==> src/design/vsd_pkg.sv <==
// shared constants and a helper function for the varint stream decoder
package vsd_pkg;

  localparam int BYTE_W     = 8;
  localparam int VALUE_W    = 34;
  localparam int LEN_W      = 3;
  localparam int MAX_BYTES  = 5;
  localparam int HEAD_BITS  = 6;
  localparam int GROUP_BITS = 7;
  localparam int CONT_IDX   = 7;
  localparam int LEN_SAT    = (1 << LEN_W) - 1;

  // byte counter holds up to MAX_BYTES after the increment
  localparam int CNT_W  = $clog2(MAX_BYTES + 1);
  // largest shift is HEAD_BITS + GROUP_BITS * (MAX_BYTES - 2)
  localparam int SH_W   = $clog2(HEAD_BITS + GROUP_BITS * (MAX_BYTES - 2) + 1);
  localparam int DATA_W = ((VALUE_W + LEN_W + 7) / 8) * 8;

  // length saturates at the largest code the field can carry
  function automatic logic [LEN_W-1:0] sat_len(input logic [CNT_W-1:0] n);
    logic [LEN_W-1:0] r;
    if (int'(n) > LEN_SAT) begin
      r = LEN_W'(LEN_SAT);
    end else begin
      r = LEN_W'(n);
    end
    return r;
  endfunction

endpackage

==> src/design/varint_stream_decoder.sv <==
// top level of the varint stream decoder: byte stream in, decoded values out
//
// Takes one encoded byte per clock on the s_ side and emits one result per
// finished value on the m_ side. A byte with bit 7 clear at the start of a
// value is the value itself; otherwise the first byte gives the low 6 bits
// and each following byte adds 7 bits above them, low group first, until a
// byte with bit 7 clear closes the value. If vsd_pkg::MAX_BYTES bytes have
// gone by and the last still has bit 7 set, a result with the error flag,
// value 0 and length MAX_BYTES (saturated at 7) is emitted and the next byte
// starts a new value. Throughput is one byte per clock; the result of a closing byte
// is registered and appears on m_tvalid in the cycle after that byte is accepted.
// The only stall comes from the single result register: while it holds a
// result that m_tready has not taken, s_tready is low. Bits that would land
// at bit 34 or above are dropped. No clearing pass after reset.
module varint_stream_decoder (
  input  logic                         clk,
  input  logic                         rst,
  // byte stream in
  input  logic                         s_tvalid,
  output logic                         s_tready,
  input  logic [vsd_pkg::BYTE_W-1:0]   s_tdata,   // [7:0] in_byte
  // decoded values out
  output logic                         m_tvalid,
  input  logic                         m_tready,
  output logic [vsd_pkg::DATA_W-1:0]   m_tdata,   // [33:0] value, [36:34] length, rest zero
  output logic [0:0]                   m_tuser    // [0] error
);

  // open value state
  logic [vsd_pkg::VALUE_W-1:0] acc;
  logic [vsd_pkg::VALUE_W-1:0] acc_next;
  logic [vsd_pkg::CNT_W-1:0]   count;
  logic [vsd_pkg::CNT_W-1:0]   count_next;

  // result register
  logic                        out_valid;
  logic [vsd_pkg::VALUE_W-1:0] value;
  logic [vsd_pkg::LEN_W-1:0]   length;
  logic                        error;

  // per-byte result from the combinational step
  logic                        res_valid;
  logic [vsd_pkg::VALUE_W-1:0] res_value;
  logic [vsd_pkg::LEN_W-1:0]   res_length;
  logic                        res_error;

  logic                        accept;
  logic                        more;
  logic [vsd_pkg::CNT_W-1:0]   count_inc;
  logic [vsd_pkg::SH_W-1:0]    shamt;
  logic [vsd_pkg::VALUE_W-1:0] group_shifted;
  logic [vsd_pkg::VALUE_W-1:0] acc_merged;

  // a new byte goes in whenever the result register is free or drains now
  assign s_tready = !rst && (!out_valid || m_tready);
  assign accept   = s_tvalid && s_tready;

  assign more      = s_tdata[vsd_pkg::CONT_IDX];
  assign count_inc = count + vsd_pkg::CNT_W'(1);

  // position of the next 7-bit group: 6 + 7 * (count - 1)
  assign shamt = vsd_pkg::SH_W'(vsd_pkg::GROUP_BITS * int'(count) - 1);

  // groups shifted past the top of the value simply fall off
  assign group_shifted = vsd_pkg::VALUE_W'(s_tdata[vsd_pkg::GROUP_BITS-1:0]) << shamt;
  assign acc_merged    = acc | group_shifted;

  always_comb begin
    acc_next   = acc;
    count_next = count;
    res_valid  = 1'b0;
    res_value  = acc_merged;
    res_length = vsd_pkg::sat_len(count_inc);
    res_error  = 1'b0;

    if (count == '0) begin
      if (!more) begin
        // single-byte value
        res_valid  = 1'b1;
        res_value  = vsd_pkg::VALUE_W'(s_tdata);
        res_length = vsd_pkg::LEN_W'(1);
        acc_next   = '0;
      end else begin
        // head byte carries only the low 6 bits
        acc_next   = vsd_pkg::VALUE_W'(s_tdata[vsd_pkg::HEAD_BITS-1:0]);
        count_next = vsd_pkg::CNT_W'(1);
      end
    end else begin
      acc_next   = acc_merged;
      count_next = count_inc;
      if (!more) begin
        // closing byte
        res_valid  = 1'b1;
        acc_next   = '0;
        count_next = '0;
      end
    end

    // byte limit reached with the continuation bit still set
    if (!res_valid && count_next >= vsd_pkg::CNT_W'(vsd_pkg::MAX_BYTES)) begin
      res_valid  = 1'b1;
      res_value  = '0;
      res_length = vsd_pkg::sat_len(count_next);
      res_error  = 1'b1;
      acc_next   = '0;
      count_next = '0;
    end
  end

  // decoder state
  always_ff @(posedge clk) begin
    if (rst) begin
      acc   <= '0;
      count <= '0;
    end else if (accept) begin
      acc   <= acc_next;
      count <= count_next;
    end
  end

  // result register valid flag
  always_ff @(posedge clk) begin
    if (rst) begin
      out_valid <= 1'b0;
    end else if (accept && res_valid) begin
      out_valid <= 1'b1;
    end else if (m_tready) begin
      out_valid <= 1'b0;
    end
  end

  // result payload, loaded only with a new result
  always_ff @(posedge clk) begin
    if (accept && res_valid) begin
      value  <= res_value;
      length <= res_length;
      error  <= res_error;
    end
  end

  assign m_tvalid   = out_valid;
  assign m_tdata    = vsd_pkg::DATA_W'({length, value});
  assign m_tuser[0] = error;

endmodule

==> config.mk <==
export PLATFORM = sky130hd
export DESIGN_NAME = varint_stream_decoder
export DESIGN_NICKNAME = d
export VERILOG_FILES = /design/src/design/vsd_pkg.sv /design/src/design/varint_stream_decoder.sv
export SDC_FILE = /design/constraint.sdc
export NUM_CORES = 1
export LEC_CHECK = 0
export ABC_AREA = 1
export BUFFER_PORTS_ARGS = -buffer_cell sky130_fd_sc_hd__buf_2
export CORE_UTILIZATION = 52
export DETAILED_ROUTE_END_ITERATION = 8
export HOLD_SLACK_MARGIN = 0.03
export PLACE_DENSITY = 0.76
export SYNTH_ARGS = -nofsm -noshare
export SYNTH_HDL_FRONTEND = slang
export SYNTH_SLANG_ARGS = --single-unit
==> constraint.sdc <==
create_clock -name clk -period 2.5 [get_ports clk]
set_input_delay 0.375 -clock clk [delete_from_list [all_inputs] [get_ports clk]]
set_output_delay 0.375 -clock clk [all_outputs]
set_load 0.01 [all_outputs]
==> results by group <==
Critical path
  – CP max FO: 5
  – Setup crit end kind: register
  – CP Cell Sequence: ha_4 > xnor2_2 > xor2_2 > fa_2 > inv_2 > nand2_2 > nand2_1 > nand3_2 > nand2_4 > buf_6 > nor2_2 > nand2_2 > nand3_2 > o211ai_1 > inv_2
  – WP data required: 2.59 ns
  – CP Launch Type: register
  – CP max stage delay: 0.39 ns
  – Critical path data arrival time: 2.63 ns
  – CP Buf/Inv Count: 3
  – Critical path's slowest cell: fa_2
  – Family with the most delay on the worst path: adder cells
  – WS Path Type: reg -> reg

Timing
  – Hold Vio Cnt, Final: 0
  – Worst-Margin Slew: 0.668 ns
  – Fmax: 0.395 GHz
  – WHS: 0.319 ns
  – Skew final: 0.00759 ns
  – Relative slew margins: 55.4%
  – Final worst setup slack: -0.0343 ns
  – Crit path time final: 2.53 ns
  – Max-slew violation count: 0
  – Final count of negative-setup-slack endpoints: 4
  – Tcrit/Tclk final: 101%
  – RSZ-0062 raised after global routing: true

Final layout
  – Fin util: 68.4%
  – Finished layout cell area: 5040 µm²
  – Layout overhead on the synthesized area: 24.5%
  – Final nets: 633
  – ANT cells: 0
  – Layout cell share with drive strength beyond 1: 28.7%

Die
  – Row count: 31
  – Chip height: 90.2 µm
  – Core ar.: 7370 µm²
  – Ports: 55
  – Total Die Area: 8140 µm²
  – Starting Density: 54.9%
  – Die X: 90.2 µm

Global routing
  – GRT Total Usage: 26.9%
  – Largest net degree at the start of global routing: 37
  – Number of global-route vias before repair: 3,480
  – Total grt overflow: 0
  – Global-route wire length before repair: 16.9 mm
  – Initial antenna violation count: 0

Routing
  – Final WL: 10.5 mm
  – Via density: 5.22
  – Antenna Nets Post-Route: 0
  – Initial DRC Count: 262
  – Initial DRT Pass Iterations: 5
  – Total number of vias: 3,750
  – DRC errors left: 0
  – WL/cell: 14.6 µm

Synthesis
  – Cells after Synth: 538
  – Ys async rst share: 0%
  – Mapped cell area: 4050 µm²
  – Post-synth EDFFs: 38
  – Post-synthesis cell type count: 35
  – Seq/Total Area, Yosys: 47.0%
  – Ys flop type: edfxtp_1
  – Ys Warns: 0
  – Synth Register Bits: 76
  – Synthesized area per cell: 7.52 µm²

Clock network
  – Clock Path Buffers: 2
  – CTS root buf: clkbuf_8
  – Clock sink total: 76
  – CTS buffer count: 9
  – Register clock-pin slew on the reported worst setup and hold paths: 0.08 ns
  – H-tree depth: 3
  – Worst skew pair latency: 0.35 ns
  – CTS tree: done

Placed design
  – Placed Instance Area: 4580 µm²
  – GPL Wtd Cong: 0.951
  – DP HPWL: 7.37 mm
  – PortBufs: 51

Hold path
  – Tightest Hold Check Type: in -> reg

Power
  – VDD IR-drop max: 0.353 mV
  – Pwr/cell area: 552 nW/µm²
  – Lkg Pwr: 2.20 nW

Flow run
  – Max capacitance violation total: 0

Outcome
  – Status: finished with violations
  – Violated checks: negative setup slack
-- cell usage after synthesis (6+ instances only) --
cell      count  area (µm²)
nand2_1     181         679
nor2_1       54         203
inv_1        53         199
nand3_1      43         215
dfxtp_1      38         761
edfxtp_1     38        1140
a21oi_1      37         185
inv_2        10        37.5
o21bai_1      9        67.6
buf_2         8        40.0
buf_4         7        52.6
clkbuf_1      6        22.5
o211ai_1      6        45.0
-- path summary, 6_finish.rpt --
kind,depth (start not counted),slack (ns),to,start
hold / removal,4,0.32,m_tvalid$_SDFFE_PP0P_,m_tready
setup / recovery,15,-0.03,value[3]$_SDFFCE_PN0P_,count[1]$_SDFFE_PP0P_
setup reg to reg,15,-0.03,value[3]$_SDFFCE_PN0P_,count[1]$_SDFFE_PP0P_
hold reg to reg,2,0.47,acc[16]$_SDFFE_PP0P_,acc[16]$_SDFFE_PP0P_
-- where the power goes --
group | internal, mW | switching (mW) | leakage (nW) | total [mW]
Combinational | 0.181 | 0.327 | 1.44 | 0.508
Sequential | 1.34 | 0.00832 | 0.665 | 1.34
Clock | 0.465 | 0.463 | 0.0897 | 0.928
-- final cells by class --
class | count | area (µm²)
fillers | 605 | 2330
repair buffers | 91 | 612
clock buffers | 11 | 131
well taps | 99 | 124
inverters | 63 | 250
multi-input cells | 374 | 1950
clock inverters | 5 | 62.6
flip-flops and latches | 76 | 1910
-- sequential cells by signal, indices dropped and copies added, names as in the netlist --
name / count
m_tvalid: 1
m_tuser: 1
acc: 34
value: 34
length: 3
count: 3
-- layout by cell type, fill, tap and decap left out, drive strengths merged, types with 2 or more instances in the layout --
master,instances
a31oi,4
inv,62
o211ai,6
o21bai,9
fa,2
xnor2,3
o21ai,12
conb,3
clkinv,2
buf,91
dfxtp,38
a21o,2
clkbuf,11
edfxtp,38
a21oi,37
ha,4
clkinvlp,3
nor2,56
nand3,43
nand2,187
-- stage by stage --
| step | TNS, ns | instances | worst slack, ns | total power [mW] |
|---|---|---|---|---|
| floorplan | 0 | 540 | 0.0126 | 1.67 |
| global placement | -0.159 | 696 | -0.0772 | 1.81 |
| detailed placement | -1.25 | 696 | -0.118 | 1.81 |
| CTS | 0 | 716 | 0.0164 | 2.75 |
| global route | -3.57 | 719 | -0.172 | 2.90 |
| finish | -0.0605 | 719 | -0.0343 | 2.78 |
-- cells by family (layout without fill, tap and decap cells) --
| family | after synthesis | after routing | synth area share, % |
|---|---|---|---|
| flip-flops | 76 | 76 | 47.0 |
| adder cells (fa/ha/maj) | 6 | 6 | 2.23 |
| other | 1 | 3 | 0.0926 |
| AND/OR/NAND/NOR | 290 | 290 | 29.6 |
| AO/OA/AOI/OAI | 71 | 71 | 10.2 |
| XOR/XNOR | 4 | 4 | 1.05 |
| buffers and inverters | 90 | 170 | 9.83 |
-- worst register-to-register path, stage by stage (launching register included) --
cell and delay (ns):
dfxtp_2 0.34, ha_4 0.24, xnor2_2 0.14, xor2_2 0.20, fa_2 0.39, inv_2 0.09, nand2_2 0.07, nand2_1 0.08
nand3_2 0.08, nand2_4 0.12, buf_6 0.11, nor2_2 0.04, nand2_2 0.07, nand3_2 0.06, o211ai_1 0.18, inv_2 0.06
-- what timing repair did --
item | 4_1_cts | 5_1_grt
endpoints found under the setup margin | 38 | 66
hold buffers | 0 | 0
setup buffers | 4 | 3
gates resized for setup | 18 | 39
pin swaps | 12 | 15
gates cloned | 0 | 0
-- routing by layer --
| layer | vias to the layer above | global-route usage [%] | routed length (µm) |
|---|---|---|---|
| li1 | 1867 | - | - |
| met1 | 1760 | 34.6 | 4600 |
| met2 | 105 | 44.0 | 5100 |
| met3 | 18 | 6.77 | 617 |
| met4 | 0 | 8.87 | 201 |
| met5 | - | 0 | 0 |
No activity file was read; power rests on OpenSTA's default activity.
